`src/rtl/core/hrj_pkg.sv`:
```
// Shared types, constants and helpers for the homography residual and Jacobian block.
// Used by every module under rtl/core; depends on nothing else.
package hrj_pkg;

    localparam int COORD_W         = 32;
    localparam int PARAM_W         = 48;
    localparam int VALUE_W         = 64;
    localparam int WIDE_W          = 130;
    localparam int PARTIAL_W       = 32;
    localparam int CFG_IDX_W       = 4;
    localparam int DIV_STEPS       = 64;
    localparam int QUEUE_DEPTH_DEF = 4;

    localparam logic [CFG_IDX_W-1:0] IDX_AFFINE_XX = 4'd0;
    localparam logic [CFG_IDX_W-1:0] IDX_AFFINE_XY = 4'd1;
    localparam logic [CFG_IDX_W-1:0] IDX_SHIFT_X   = 4'd2;
    localparam logic [CFG_IDX_W-1:0] IDX_AFFINE_YX = 4'd3;
    localparam logic [CFG_IDX_W-1:0] IDX_AFFINE_YY = 4'd4;
    localparam logic [CFG_IDX_W-1:0] IDX_SHIFT_Y   = 4'd5;
    localparam logic [CFG_IDX_W-1:0] IDX_PERSP_X   = 4'd6;
    localparam logic [CFG_IDX_W-1:0] IDX_PERSP_Y   = 4'd7;

    localparam logic signed [PARAM_W-1:0] PARAM_ONE = 48'sh0001_0000_0000;
    localparam logic signed [VALUE_W-1:0] VALUE_MAX = 64'sh7FFF_FFFF_FFFF_FFFF;
    localparam logic signed [VALUE_W-1:0] VALUE_MIN = 64'sh8000_0000_0000_0000;
    // 1.0 at the scale of a Q16.32 by Q16.16 product
    localparam logic signed [WIDE_W-1:0]  ONE_Q48   = 130'sh1_0000_0000_0000;

    typedef struct packed {
        logic signed [PARAM_W-1:0] affine_xx;
        logic signed [PARAM_W-1:0] affine_xy;
        logic signed [PARAM_W-1:0] shift_x;
        logic signed [PARAM_W-1:0] affine_yx;
        logic signed [PARAM_W-1:0] affine_yy;
        logic signed [PARAM_W-1:0] shift_y;
        logic signed [PARAM_W-1:0] persp_x;
        logic signed [PARAM_W-1:0] persp_y;
    } hom_t;

    localparam hom_t HOM_RESET = '{
        affine_xx: PARAM_ONE, affine_xy: '0, shift_x: '0,
        affine_yx: '0, affine_yy: PARAM_ONE, shift_y: '0,
        persp_x: '0, persp_y: '0
    };

    typedef struct packed {
        logic signed [COORD_W-1:0] x;
        logic signed [COORD_W-1:0] y;
        logic signed [COORD_W-1:0] dx;
        logic signed [COORD_W-1:0] dy;
    } point_t;

    typedef struct packed {
        point_t                    pt;
        logic signed [VALUE_W-1:0] den;
        logic signed [VALUE_W-1:0] nx;
        logic signed [VALUE_W-1:0] ny;
        logic                      degen;
    } qitem_t;

    // Clamp a wide signed value to the signed 64-bit range.
    function automatic logic signed [VALUE_W-1:0] sat64(input logic signed [WIDE_W-1:0] v);
        logic [WIDE_W-VALUE_W:0] top_bits;
        top_bits = v[WIDE_W-1:VALUE_W-1];
        if (top_bits == '0 || top_bits == '1)
            return v[VALUE_W-1:0];
        else if (v[WIDE_W-1])
            return VALUE_MIN;
        else
            return VALUE_MAX;
    endfunction

endpackage

```
`src/rtl/core/hrj_queue.sv`:
```
// Short queue that decouples the front end from the divider and row pipeline.
// Depends on hrj_pkg for the entry type.
module hrj_queue #(
    parameter int DEPTH = hrj_pkg::QUEUE_DEPTH_DEF
) (
    input  logic            clk,
    input  logic            rst_n,
    input  logic            push,
    input  hrj_pkg::qitem_t push_item,
    output logic            full,
    input  logic            pop,
    output hrj_pkg::qitem_t head,
    output logic            empty
);
    import hrj_pkg::*;

    localparam int PTR_W = $clog2(DEPTH);
    localparam int CNT_W = $clog2(DEPTH + 1);

    qitem_t             mem_reg [DEPTH];
    logic [PTR_W-1:0]   wr_ptr_reg, rd_ptr_reg;
    logic [CNT_W-1:0]   count_reg;

    assign full  = (count_reg == CNT_W'(DEPTH));
    assign empty = (count_reg == '0);
    assign head  = mem_reg[rd_ptr_reg];

    always_ff @(posedge clk or negedge rst_n)
    begin
        if (!rst_n)
        begin
            wr_ptr_reg <= '0;
            rd_ptr_reg <= '0;
            count_reg  <= '0;
        end
        else
        begin
            if (push)
                wr_ptr_reg <= (wr_ptr_reg == PTR_W'(DEPTH - 1)) ? '0 : wr_ptr_reg + 1'b1;
            if (pop)
                rd_ptr_reg <= (rd_ptr_reg == PTR_W'(DEPTH - 1)) ? '0 : rd_ptr_reg + 1'b1;
            if (push && !pop)
                count_reg <= count_reg + 1'b1;
            else if (pop && !push)
                count_reg <= count_reg - 1'b1;
        end
    end

    always_ff @(posedge clk)
    begin
        if (push)
            mem_reg[wr_ptr_reg] <= push_item;
    end

endmodule

```
`config.mk`:
```
export PLATFORM = sky130hd
export DESIGN_NAME = hrj_queue
export DESIGN_NICKNAME = d
export VERILOG_FILES = /design/src/rtl/core/hrj_pkg.sv /design/src/rtl/core/hrj_queue.sv
export SDC_FILE = /design/constraint.sdc
export NUM_CORES = 1
export LEC_CHECK = 0
export BUFFER_PORTS_ARGS = -buffer_cell sky130_fd_sc_hd__buf_2
export CORE_ASPECT_RATIO = 0.9
export CORE_UTILIZATION = 43
export DETAILED_ROUTE_END_ITERATION = 8
export SKIP_LAST_GASP = 1
export SYNTH_ARGS = -nofsm -noshare
export SYNTH_HDL_FRONTEND = slang
export SYNTH_SLANG_ARGS = --single-unit
```
`constraint.sdc`:
```
create_clock -name clk -period 11.95 [get_ports clk]
set_clock_uncertainty 0.05 [all_clocks]
set_input_delay 2.39 -clock clk [delete_from_list [all_inputs] [get_ports clk]]
set_output_delay 2.39 -clock clk [all_outputs]
set_load 0.03 [all_outputs]
```
==> impl_metrics.tcl <==
set metrics [dict create \
    max_freq_ghz 0.1515 \
    power_frac_seq_pct 40.2 \
    syn-cell-area_sq_um 46740 \
    fin_cells 4022 \
    p_switching_w 0.005041 \
    fin_ws_ns 5.348 \
    post_cts_buffers 0 \
    dieArea_sq_um 110000 \
    htree_num_levels 4 \
    maxCapViolCount 0 \
    ys_types 18 \
    grt_overflow 0 \
    routedWlPerCell_um 24.38 \
    grt_start_max_net_pins 147 \
    postSynthCellCount 1714 \
    tns_ns 0 \
    yosys.area.top_type "edfxtp_1" \
    largest_reg_flops 1284 \
    p_leak_nw 18.83 \
    yosys_warnings 0 \
    clkTransAtPathRegs_ns 0.06 \
    ios 648 \
    vias 20926 \
    core_area_sq_um 107500 \
    start_util_pct 43.46 \
    combPwrFrac_pct 32.1 \
    crit_fanout 51 \
    pre_cts_ws_ns 5.970 \
    cts-hold-fix-buffers 0 \
    slew_violations 0 \
    power_density_nw_per_um2 267.7 \
    worst_pin_slew_ns 1.121 \
    p_clk_share_pct 27.7 \
    synth-seq-cells 1291 \
    chipHeight_um 314.8 \
    dp_cells 3755 \
    track_usage_pct 17.85 \
    finalPower_w 0.01500 \
    grt_pass1_vias 22321 \
    fin_nets 2774 \
    via_per_inst 5.203 \
    drive_gt1_share_pct 46.43 \
    max-vdd-ir-drop_mv 0.2219 \
    period_needed_ns 6.602 \
    clock_tree.root_cell "clkbuf_16" \
    antenna_found_initial 45 \
    arrival_ns 4.16 \
    avgSynthCellArea_sq_um 27.27 \
    post_cts_resize_count 0 \
    synth_top_area_share_pct 82.48 \
    die_x_um 349.5 \
    finalSetupViolations 0 \
    drt_first_iter_violations 1403 \
    routed_wirelength_um 98070 \
    end_kind "output pin" \
    first_pass_iters 4 \
    outcome "finished clean" \
    relSlewSlack_pct 25.25 \
    holdCritPathClass "reg -> reg" \
    grt_pass1_wl_um 144500 \
    io_buffers 647 \
    path_class "reg -> out" \
    antenna_left 0 \
    numCtsBuffers 135 \
    start_kind "flip-flop" \
    synth_fp_nets 2046 \
    synthTopCellsByArea "edfxtp_1, mux4_2, buf_6" \
    swShare_pct 33.62 \
    clock-sinks 1291 \
    gp_congestion 0.7861 \
    yosysSeqAreaShare_pct 82.86 \
    drc 0 \
    grt_setup_unrepaired "false" \
    cp_data_required_time_ns 9.51 \
    worstSkewPairLatency_ns 0.73 \
    hold_violations 0 \
    cts_tree "done" \
    dp_hpwl_um 59170 \
    area_delta_synth_final_pct 19.84 \
    fin_crit_sh_pct 55.25 \
    clock_path_buffers 3 \
    power.internal_w 0.009955 \
    num_rows 114 \
]
-- layout make-up --
class / count / area, sq um
flip-flops and latches: 1291 / 38740
inverters: 4 / 15.01
clock buffers: 179 / 3732
repair buffers: 663 / 3496
fillers: 8436 / 51530
clock inverters: 66 / 708.2
well taps: 1450 / 1814
multi-input cells: 347 / 7461
diodes: 22 / 55.05
-- cells by family (layout without fill, tap and decap cells) --
family	Yosys count	count (layout)	synth area share (%)
buf+inv	76	912	1.202
compound gates	2	2	0.02141
flops	1291	1291	82.86
fa+ha+maj	7	7	0.2034
simple gates	11	11	0.1204
other cells	0	22	0
mux	324	324	15.54
xor+xnor	3	3	0.05622
-- stage by stage --
stage / utilization, % / instance area (sq um) / hold slack [ns]
3_5_place_dp: 47.91 / 51530 / 0.4468
5_1_grt: 52.07 / 56000 / 0.4936
2_1_floorplan: - / 46740 / 0.4063
3_3_place_gp: 47.91 / 51530 / 0.4216
4_1_cts: 52.04 / 55970 / 0.4623
6_report: 52.09 / 56020 / 0.4590
-- power by group through the flow --
stage          Clock (W)  Sequential [W]  Combinational (W)
6_report         0.00415         0.00602            0.00482
5_1_grt          0.00443         0.00609            0.00508
4_1_cts          0.00427         0.00604            0.00494
3_5_place_dp           0         0.00613            0.00493
3_3_place_gp           0         0.00609            0.00492
2_1_floorplan          0         0.00625            0.00361
-- worst max-delay path, cell delays in order, from the launching register on --
cell	delay, ns
dfrtp_4	0.88
buf_4	0.70
buf_4	0.91
mux4_2	0.64
buf_2	0.20
-- path summary, 6_finish.rpt --
| path | start | end | slack [ns] | cells after the start |
|---|---|---|---|---|
| max in group asynchronous | rst_n | rd_ptr_reg[1]$_DFFE_PN0P_ | 10.25 | 1 |
| worst min-delay path | count_reg[2]$_DFFE_PN0P_ | count_reg[2]$_DFFE_PN0P_ | 0.46 | 1 |
| min in group asynchronous | rst_n | rd_ptr_reg[0]$_DFFE_PN0P_ | 1.43 | 1 |
| worst max register to register | wr_ptr_reg[0]$_DFFE_PN0P_ | mem_reg[0][138]$_DFFE_PP_ | 9.09 | 4 |
| worst min register to register | count_reg[2]$_DFFE_PN0P_ | count_reg[2]$_DFFE_PN0P_ | 0.46 | 1 |
| worst max-delay path | rd_ptr_reg[0]$_DFFE_PN0P_ | head[117] | 5.35 | 4 |
-- routing by layer --
| layer | track usage (%) | share of wire (%) |
|---|---|---|
| met5 | 0 | 0.21 |
| met4 | 6.390 | 2.9 |
| met3 | 6.142 | 7.4 |
| met2 | 30.63 | 53 |
| met1 | 20.80 | 37 |
-- cell usage after synthesis --
cell	instances
nand2_1	2
o21ai_0	2
buf_2	35
clkbuf_1	6
nor3b_1	1
buf_6	31
xnor2_1	1
nor2_1	3
edfxtp_1	1284
dfrtp_1	7
fa_1	1
nor3_1	1
ha_1	6
mux2_2	3
and2_1	4
xor2_1	2
inv_1	4
mux4_2	321
-- placed cells by master (no fill, tap or decap), types with 7 or more instances in the layout --
cell type | netlist | routed
diode_2 | 0 | 22
clkinv_2 | 0 | 15
inv_6 | 0 | 7
clkbuf_16 | 0 | 142
mux4_2 | 321 | 321
buf_12 | 0 | 11
buf_2 | 35 | 647
bufinv_16 | 0 | 13
clkbuf_1 | 6 | 33
clkinv_1 | 0 | 21
edfxtp_1 | 1284 | 1284
Note: power is estimated with default switching activity, not from simulation.
